<file path="config.mk">
export PLATFORM = sky130hd
export DESIGN_NAME = msf_ctrl
export DESIGN_NICKNAME = d
export VERILOG_FILES = /design/src/hw/rtl/msf_pkg.sv /design/src/hw/rtl/msf_ctrl.sv
export SDC_FILE = /design/constraint.sdc
export NUM_CORES = 1
export LEC_CHECK = 0
export ABC_AREA = 0
export BUFFER_PORTS_ARGS = -buffer_cell sky130_fd_sc_hd__clkbuf_2
export CAP_MARGIN = 20
export CORE_AREA = 10 10 47 49
export CTS_BUF_LIST = sky130_fd_sc_hd__clkbuf_4 sky130_fd_sc_hd__clkbuf_8 sky130_fd_sc_hd__clkbuf_16
export DETAILED_ROUTE_END_ITERATION = 8
export DIE_AREA = 0 0 57 59
export HOLD_SLACK_MARGIN = 0.15
export PLACE_DENSITY = 0.58
export SYNTH_ARGS = -nofsm -noshare
export SYNTH_HDL_FRONTEND = slang
export SYNTH_SLANG_ARGS = --single-unit
</file>
<file path="constraint.sdc">
create_clock -name clk -period 1.6 [get_ports clk]
set_clock_uncertainty 0.2 [all_clocks]
set_input_delay 0.08 -clock clk [delete_from_list [all_inputs] [get_ports clk]]
set_output_delay 0.08 -clock clk [all_outputs]
set_load 0.02 [all_outputs]
</file>
<file path="src/hw/rtl/msf_pkg.sv">
// Shared types and constants of the scalarizing fitness block.
`default_nettype none

package msf_pkg;

	localparam int unsigned OBJ_W   = 32;                 // Q16.16 objective and ideal
	localparam int unsigned WGT_W   = 25;                 // Q1.24 weight, 2^24 is 1.0
	localparam int unsigned FIT_W   = 64;                 // Q32.32 fitness
	localparam int unsigned PROD_W  = OBJ_W + 1 + WGT_W + 1;
	localparam int unsigned QUO_W   = FIT_W - 1;          // quotient bits that can be set
	localparam int unsigned DIV_STEPS = QUO_W;
	localparam int unsigned DCNT_W  = $clog2(DIV_STEPS + 1);
	localparam int unsigned SAT_SHIFT = 23;               // d >= w * 2^23 overflows
	localparam int unsigned TERM_SHIFT = 8;               // Q16.16 x Q1.24 to Q32.32

	localparam logic [FIT_W-1:0] MAXPOS = {1'b0, {(FIT_W-1){1'b1}}};

	typedef enum logic [1:0] {
		MODE_WSUM = 2'd0,
		MODE_TCH  = 2'd1,
		MODE_INV  = 2'd2
	} msf_mode_t;

	localparam int unsigned CFG_IDX_W  = 2;
	localparam int unsigned CFG_DATA_W = WGT_W;

	localparam logic [CFG_IDX_W-1:0] CFG_MODE  = 2'd0;
	localparam logic [CFG_IDX_W-1:0] CFG_EPS   = 2'd1;
	localparam logic [CFG_IDX_W-1:0] CFG_FLOOR = 2'd2;

	localparam logic [WGT_W-1:0] EPS_RESET   = 25'd17;
	localparam logic [WGT_W-1:0] FLOOR_RESET = 25'd17;

	typedef struct packed {
		logic signed [OBJ_W-1:0] objective_value;
		logic        [WGT_W-1:0] weight;
		logic signed [OBJ_W-1:0] ideal_value;
		logic                    last_element;
	} msf_in_t;

	typedef struct packed {
		logic signed [FIT_W-1:0] fitness;
		logic                    saturated;
	} msf_out_t;

	typedef struct packed {
		logic load;      // capture an input transaction
		logic calc;      // difference, effective weight, divider set-up
		logic mul;       // one product
		logic div_step;  // one quotient bit
		logic acc;       // fold the term into the running value
		logic finish;    // hand the result to the output register
	} msf_cmd_t;

	typedef struct packed {
		msf_mode_t mode;
		logic      div_sat;
		logic      div_done;
		logic      close;
		logic      out_free;
	} msf_sts_t;

endpackage

`default_nettype wire

</file>
<file path="src/hw/rtl/msf_ctrl.sv">
// Controller state machine of the scalarizing fitness block.
`default_nettype none

module msf_ctrl
	import msf_pkg::*;
(
	input  wire logic     clk,
	input  wire logic     arst_n,
	input  wire logic     in_valid,
	output logic          in_stall,
	input  wire msf_sts_t sts,
	output msf_cmd_t      cmd
);

	typedef enum logic [2:0] {
		ST_IDLE,
		ST_CALC,
		ST_MUL,
		ST_DIV,
		ST_ACC,
		ST_FINISH
	} state_t;

	state_t state_q;

	always_ff @(posedge clk or negedge arst_n) begin
		if (!arst_n) begin
			state_q <= ST_IDLE;
		end else begin
			unique case (state_q)
				ST_IDLE: begin
					if (in_valid) state_q <= ST_CALC;
				end
				ST_CALC: begin
					case (sts.mode)
						MODE_WSUM, MODE_TCH: state_q <= ST_MUL;
						MODE_INV:            state_q <= ST_DIV;
						default:             state_q <= ST_ACC;
					endcase
				end
				ST_MUL: state_q <= ST_ACC;
				ST_DIV: begin
					if (sts.div_sat || sts.div_done) state_q <= ST_ACC;
				end
				ST_ACC: state_q <= sts.close ? ST_FINISH : ST_IDLE;
				ST_FINISH: begin
					if (sts.out_free) state_q <= ST_IDLE;
				end
				default: state_q <= ST_IDLE;
			endcase
		end
	end

	assign in_stall = (state_q != ST_IDLE);

	always_comb begin
		cmd          = '0;
		cmd.load     = (state_q == ST_IDLE) && in_valid;
		cmd.calc     = (state_q == ST_CALC);
		cmd.mul      = (state_q == ST_MUL);
		cmd.div_step = (state_q == ST_DIV) && !sts.div_sat && !sts.div_done;
		cmd.acc      = (state_q == ST_ACC);
		cmd.finish   = (state_q == ST_FINISH);
	end

endmodule

`default_nettype wire

</file>
# Yosys cells after proc, flatten, opt, wreduce, memory -nomap -nowiden
# Cells that the tools add are included.
# totals
output_inout_bits,7
wordCells,28
input_bits,9
register_bits,3
# op_classes
n_eq_ne,10
muxes,6
reduce_logical,11
# op_table
cell,count
3-bit one-hot mux with 6 select lines,1
3-bit two-way mux,4
"3-bit by 2-bit equality test with 1-bit output, second input constant",2
"3-bit equality test, second input constant",2
"2-bit inequality test, second input constant",3
3-bit one-hot mux with 2 select lines,1
"3-bit by 1-bit equality test with 1-bit output, second input constant",1
1-bit logical AND,3
3-bit logical NOT,1
3-bit AND reduction,1
3-bit nonzero test,1
"2-bit by 1-bit equality test with 1-bit output, second input constant",1
"2-bit equality test, second input constant",1
1-bit logical NOT,2
2-bit logical NOT,1
2-bit OR reduction,1
1-bit logical OR,1

# Logic depth before layout (Yosys ltp)
# Gate-level depths: netlist (run 1).
# logic_depth
ltp_word,4
mapped_depth,4
ltp_nobuf,3

# Worst setup path before layout (run 1)
# No wires, ideal clock.
# synth_timing
path_kind,register to output
start,reg state_q[1]
end,out cmd[3] in the netlist's numbering
path_stages_with_launch,3
path_buffers,1
path_slack_ns,0.179
required_time_ns,1.320
arrival_ns,1.141
cell_sequence,dfrtp_1 -> buf_2 -> nor3b_1
# synth_rtl
element,line_no,source
start: declaration,msf_ctrl.sv:24,state_t state_q;
start signal: assignment,msf_ctrl.sv:45,ST_ACC: state_q <= sts.close ? ST_FINISH : ST_IDLE;
end: declaration,msf_ctrl.sv:12,output msf_cmd_t cmd

==> results of run 1 <==
cells by family after synthesis:
logic type	after synthesis	share of synthesized area, %
AO/OA/AOI/OAI	11	26.69
multiplexers	1	3.187
AND/OR/NAND/NOR	17	37.45
flip-flops	3	23.90
buffers and inverters	5	8.763
Yosys cell counts (all sizes together):
library cell | number | area share [%]
nor2 | 5 | 6.8
nor3b | 4 | 11
a21oi | 3 | 4.8
buf | 3 | 6.4
dfrtp | 3 | 24
o31ai | 3 | 8.8
inv | 2 | 2.4
nand2 | 2 | 2.4
a2bb2oi | 1 | 2.8
a31oi | 1 | 2.0
and3b | 1 | 2.8
mux2i | 1 | 3.2
nand2b | 1 | 2.0
nand3b | 1 | 2.4
nor2b | 1 | 4.4
o21ai | 1 | 2.8
o21bai | 1 | 2.4
o311a | 1 | 3.2
or2 | 1 | 2.0
or3 | 1 | 3.6
power by group:
group          total [W]  internal, W  leakage (nW)  switching (W)
registers       0.000148     0.000111        0.0384      0.0000368
clock network   0.000155     0.000111        0.0184      0.0000442
logic           0.000594     0.000283         0.205       0.000311
total           0.000897     0.000505         0.262       0.000392
path summary, 6_finish.rpt:
check / to / slack, ns / cells past startpoint
setup / recovery: cmd[5] / 0.04 / 3
hold / removal: state_q[0] / 0.51 / 3
setup reg to reg: state_q[0] / 0.22 / 3
hold reg to reg: state_q[2] / 0.52 / 3
max in group asynchronous: state_q[2] / 0.55 / 3
min in group clk: state_q[0] / 0.51 / 4
worst reg2reg max path, stage by stage (launching register included):
cell and delay, ns:
dfrtp_1 0.39, nor2b_4 0.14, or2_0 0.20, o311a_1 0.33
metrics by stage:
step | setup TNS (ns) | area (µm²) | setup slack [ns] | instances | total power, W
detailed placement | 0 | 411.6 | 0.2229 | 68 | 0.0007131
floorplan | 0 | 314.1 | 0.1794 | 37 | 0.0005629
finish | 0 | 541.8 | 0.04407 | 82 | 0.0008970
global route | -0.006374 | 541.8 | -0.006374 | 82 | 0.0009889
global placement | 0 | 411.6 | 0.2234 | 68 | 0.0007092
CTS | 0 | 541.8 | 0.01014 | 82 | 0.0009132
area by class of cell:
| cell class | instances | share of cell area (%) |
|---|---|---|
| Sequential cell | 3 | 13.86 |
| Clock buffer | 4 | 5.543 |
| Inverter | 2 | 1.386 |
| Multi-Input combinational cell | 29 | 39.03 |
| Tap cell | 16 | 3.695 |
| Timing Repair Buffer | 28 | 36.49 |
layer usage:
layer	up-vias	wire length (µm)	share of wire, %
met5	-	0	0
met4	0	21	2.2
met3	2	74	7.9
met2	12	416	44
met1	141	426	45
li1	193	-	-
placed cells by master (no fill, tap or decap):
cell type,instances
a21oi_1,3
a2bb2oi_1,1
a31oi_1,1
and3b_1,1
buf_2,3
buf_4,5
clkbuf_2,11
clkbuf_4,4
dfrtp_1,3
dlygate4sd3_1,9
inv_1,2
mux2i_1,1
nand2_1,2
nand2b_1,1
nand3b_1,1
nor2_1,4
nor2_2,1
nor2b_4,1
nor3b_1,3
nor3b_2,1
o21ai_2,1
o21bai_1,1
o311a_1,1
o31ai_1,2
o31ai_2,1
or2_0,1
or3_4,1
what timing repair did:
action                                  4_1_cts  5_1_grt
endpoints found under the setup margin        1        4
pin swaps                                     1        0
cloned                                        0        0
hold buffers                                  9        0
endpoints found under the hold margin         6        0
gates resized for setup                       1        4
buffers inserted                              1        0
==> run summary, run 1 <==
Post-route minimum period -> 1.556 ns
Pleak -> 0.2622 nW
Clk slew on worst S/H paths -> 0.04 ns
FF/Latch Area -> 75.07 µm²
Critical path fanouts, max -> 4
DRC -> 0
Max_slew headroom -> 82.55%
Max Root-Sink Buffers -> 2
Power per cell area -> 1656 nW/µm²
Grt ovf -> 0
Final hold slack -> 0.5074 ns
Met2 Track Usage GR -> 9.767%
Placer Congestion -> 0.7399
Post-DP HPWL -> 719.9 µm
Mean Syn Cell Area -> 8.488 µm²
Clock tree from TritonCTS -> done
Yosys cell types -> 24
Synth warn -> 0
Synth Register Bits -> 3
Drt via density -> 4.244
Initial antenna violation count -> 0
Fin. Hold Viols -> 0
Drt pass-1 iters -> 3
Max cap viols -> 0
Port bufs -> 15
CTS Buf Count -> 3
VDD IR max -> 0.3855 mV
Kind of critical path -> flip-flop to primary output
Die area -> 3363 µm²
Vias -> 348
Largest net degree at the start of global routing -> 13
Most used routing layer -> met2
Vias in the first global route -> 390
Slowest-stage cell, CP -> or3_4
CP bufs+invs -> 1
# nets final -> 76
CP Cell Sequence -> or3_4 > nor2_1 > buf_4
Crit path DAT -> 1.28 ns
Htree depth -> 1
Top reg by flops -> state_q
M1 GR Usage -> 6.810%
Multi-input logic area -> 211.5 µm²
GRT met3 Usage -> 2.790%
Global-route wire length before repair -> 1745 µm
Biggest regs -> state_q x3
Run status -> completed
Total Routing Usage GR -> 6.410%
Share of cells above drive strength 1 -> 43.94%
Area grow syn2layout -> 72.51%
Worst flop-to-flop path startpoint -> state_q[2]
TritonCTS Sinks -> 3
Hold Path Class -> input pin to async pin
Detail Route Antenna Nets -> 0
Final period utilization -> 97.25%
Clock Latency Late Sink -> 0.24 ns
Row Count -> 14
Critical path data required time -> 1.32 ns
Starting Density -> 22.41%
Post-layout util -> 38.66%
Root buf cell -> clkbuf_4
Slowest stage delay, CP -> 0.41 ns
RSZ-0062 raised after global routing -> yes
Worst slew pin tran -> 0.2595 ns
Initial DRC Count -> 7
Fmax -> 642.7 MHz
# setup viols final -> 0
Die W -> 57 µm
Total Wirelength -> 939 µm
Synth Net Count -> 46
Max FFs per register -> 3
Mapped Cells -> 37
Io pins -> 16
Cell area after synthesis -> 314.1 µm²
Worst setup SP type -> flip-flop
Sequential fraction of the synthesis area -> 23.90%
Avg WL per Cell -> 11.45 µm
Die height -> 59 µm
Crit path max-delay family -> simple AND/OR/NAND/NOR gates
Setup crit start -> state_q[2]
Antenna Cells -> 0
Number of fill cells -> 158
CP endpoint kind -> primary output
Core ar. -> 1401 µm²
Final Max Slew Viols -> 0
Power figures use the tool's default switching activity.
==> run 2: changes to the inputs <==
--- a/config.mk
+++ b/config.mk
@@ -8,10 +8,10 @@
 export ABC_AREA = 0
 export BUFFER_PORTS_ARGS = -buffer_cell sky130_fd_sc_hd__clkbuf_2
 export CAP_MARGIN = 20
-export CORE_AREA = 10 10 47 49
+export CORE_AREA = 2 2 39 41
 export CTS_BUF_LIST = sky130_fd_sc_hd__clkbuf_4 sky130_fd_sc_hd__clkbuf_8 sky130_fd_sc_hd__clkbuf_16
 export DETAILED_ROUTE_END_ITERATION = 8
-export DIE_AREA = 0 0 57 59
+export DIE_AREA = 0 0 41 43
 export HOLD_SLACK_MARGIN = 0.15
 export PLACE_DENSITY = 0.58
 export SYNTH_ARGS = -nofsm -noshare
==> run 2 against run 1 <==
  * Via count grew 5.5%
  * Cell area is 2.5% higher
  * Utilization up 1.5 points
  * Largest cell class unchanged
==> run summary, run 2 (synthesized netlist as in run 1, its figures left out) <==
Avg WL per Cell -> 9.451 µm (-17%)
Placer Congestion -> 0.7041 (-4.8%)
Number of fill cells -> 144 (-8.9%)
# setup viols final -> 0 (unchanged)
Clock Latency Late Sink -> 0.23 ns (about the same)
VDD IR max -> 0.5355 mV (+39%)
Drt pass-1 iters -> 4 (+1)
Grt ovf -> 0 (unchanged)
Vias in the first global route -> 317 (-19%)
Final Max Slew Viols -> 0 (unchanged)
Post-DP HPWL -> 554.8 µm (-23%)
Max cap viols -> 0 (unchanged)
Flop2flop setup slack -> 0.12 ns (-0.10 ns)
# nets final -> 76 (unchanged)
Largest net degree at the start of global routing -> 12 (-1)
Drt via density -> 4.476 (+5.5%)
Area grow syn2layout -> 76.89%
Clk slew on worst S/H paths -> 0.04 ns (about the same)
Worst Reg-to-Reg Cells -> 4 (+1)
Vias -> 367 (+5.5%)
Detail Route Antenna Nets -> 0 (unchanged)
Worst Hold End -> state_q[0]
Run status -> completed
Reg2reg end -> state_q[2]
Fmax -> 640.1 MHz (-0.41%)
Placed insts -> 68 (unchanged)
Global-route wire length before repair -> 1290 µm (-26%)
CP endpoint kind -> primary output
Total Wirelength -> 775 µm (-17%)
Most common cell after layout, fill and taps aside -> clkbuf_2
Fin. Hold Viols -> 0 (unchanged)
Max_slew headroom -> 80.63% (-1.9 points)
Port bufs -> 15 (unchanged)
Power per cell area -> 1648 nW/µm² (-0.45%)
RSZ-0062 raised after global routing -> yes
Biggest regs -> state_q x3
Total Routing Usage GR -> 10.88% (+4.5 points)
Row Count -> 14 (unchanged)
Share of cells above drive strength 1 -> 45.45% (+1.5 points)
Die height -> 43 µm (-27%)
Worst setup margin -> 0.03765 ns (-0.006420 ns)
Top reg by flops -> state_q
Worst Hold Depth -> 2
Seq pwr share -> 15.3% (-1.2 points)
Initial DRC Count -> 8 (+1)
Int Pwr -> 0.0005210 W (+3.2%)
Critical path fanouts, max -> 5 (+1)
Worst setup SP type -> flip-flop
Post-Layout Cell Count -> 82 (unchanged)
Gate power share -> 68.4% (+2.1 points)
Initial antenna violation count -> 0 (unchanged)
Pre-CTS setup slack -> 0.2225 ns (-0.0003970 ns)
Starting Density -> 22.69% (+0.28 points)
Hold Path Class -> flip-flop to flip-flop
Post-layout util -> 40.14% (+1.5 points)
Post-route minimum period -> 1.562 ns (+0.006420 ns)
CTS Buf Count -> 3 (unchanged)
Switching Fraction -> 43.09% (-0.64 points)
Clock power frac -> 16.3% (-1.0 points)
Clock tree from TritonCTS -> done
Crit path DAT -> 1.28 ns (about the same)
Critical path data required time -> 1.32 ns (about the same)
TritonCTS Sinks -> 3 (unchanged)
Pleak -> 0.2619 nW (-0.10%)
Core ar. -> 1384 µm² (-1.2%)
Die area -> 1763 µm² (-48%)
Max Root-Sink Buffers -> 2 (unchanged)
Kind of critical path -> flip-flop to primary output
Worst slew pin tran -> 0.2881 ns (+0.02863 ns)
Die W -> 41 µm (-28%)
Root buf cell -> clkbuf_4
Worst flop-to-flop path startpoint -> state_q[1]
DRC -> 0 (unchanged)
Switching power total -> 0.0003946 W (+0.59%)
Io pins -> 16 (unchanged)
Most frequent cells in the layout -> clkbuf_2 (13), dlygate4sd3_1 (9), buf_4 (5)
Final period utilization -> 97.65% (+0.40 points)
Max FFs per register -> 3 (unchanged)
Htree depth -> 1 (unchanged)
Total Power -> 0.0009156 W (+2.1%)
Hold path start -> state_q[1]
Antenna Cells -> 0 (unchanged)
==> run 2: layer usage <==
layer	global-route usage, %	routed length, µm	up-vias
met2	14.37	353	14
met4	6.000	17	0
li1	-	-	192
met3	1.571	31	2
met1	16.23	372	159
met5	0	0	-
==> run 2: cell type report <==
| class | count | area (µm²) | area share (%) |
|---|---|---|---|
| multi-input cells | 29 | 219.0 | 39.41 |
| repair buffers | 28 | 203.9 | 36.71 |
| inverters | 2 | 7.507 | 1.351 |
| flip-flops and latches | 3 | 75.07 | 13.51 |
| well taps | 16 | 20.02 | 3.604 |
| clock buffers | 4 | 30.03 | 5.405 |
==> run 2: critical path: stages, from the launching register on <==
cell and delay [ns]:
dfrtp_1 0.41, or3_4 0.43, nor2_4 0.09, buf_6 0.12
==> run 2: stage by stage <==
| stage | hold slack [ns] | setup TNS (ns) | area [µm²] |
|---|---|---|---|
| after floorplan | -0.4156 | 0 | 314.1 |
| after global placement | -0.3208 | 0 | 411.6 |
| after detailed placement | -0.3215 | 0 | 411.6 |
| after CTS | 0.4416 | 0 | 531.8 |
| after global routing | 0.4937 | -0.01740 | 555.5 |
| final | 0.4390 | 0 | 555.5 |
==> run 2: timing repair <==
action | CTS | global route
setup endpoints to repair | 0 | 2
buffers inserted | 0 | 1
hold buffers | 9 | 0
hold endpoints to repair | 6 | 0
gates resized for setup | 0 | 7
==> run 2: worst max-delay path by stage <==
stage               depth (start not counted)    endpoint  slack, ns  startpoint
global placement                            3  state_q[0]       0.21  state_q[2]
floorplan                                   2      cmd[3]       0.18  state_q[1]
CTS                                         3      cmd[5]       0.02  state_q[1]
global route                                3      cmd[5]      -0.02  state_q[1]
detailed placement                          4  state_q[2]       0.22  state_q[0]
finish                                      3      cmd[5]       0.04  state_q[1]
==> run 2: power by group through the flow <==
stage	Combinational [W]	Sequential, W	Clock, W
4_1_cts	0.000580	0.000140	0.000153
2_1_floorplan	0.000421	0.000141	0
3_5_place_dp	0.000563	0.000140	0
5_1_grt	0.000697	0.000145	0.000165
3_3_place_gp	0.000563	0.000141	0
6_report	0.000626	0.000140	0.000149
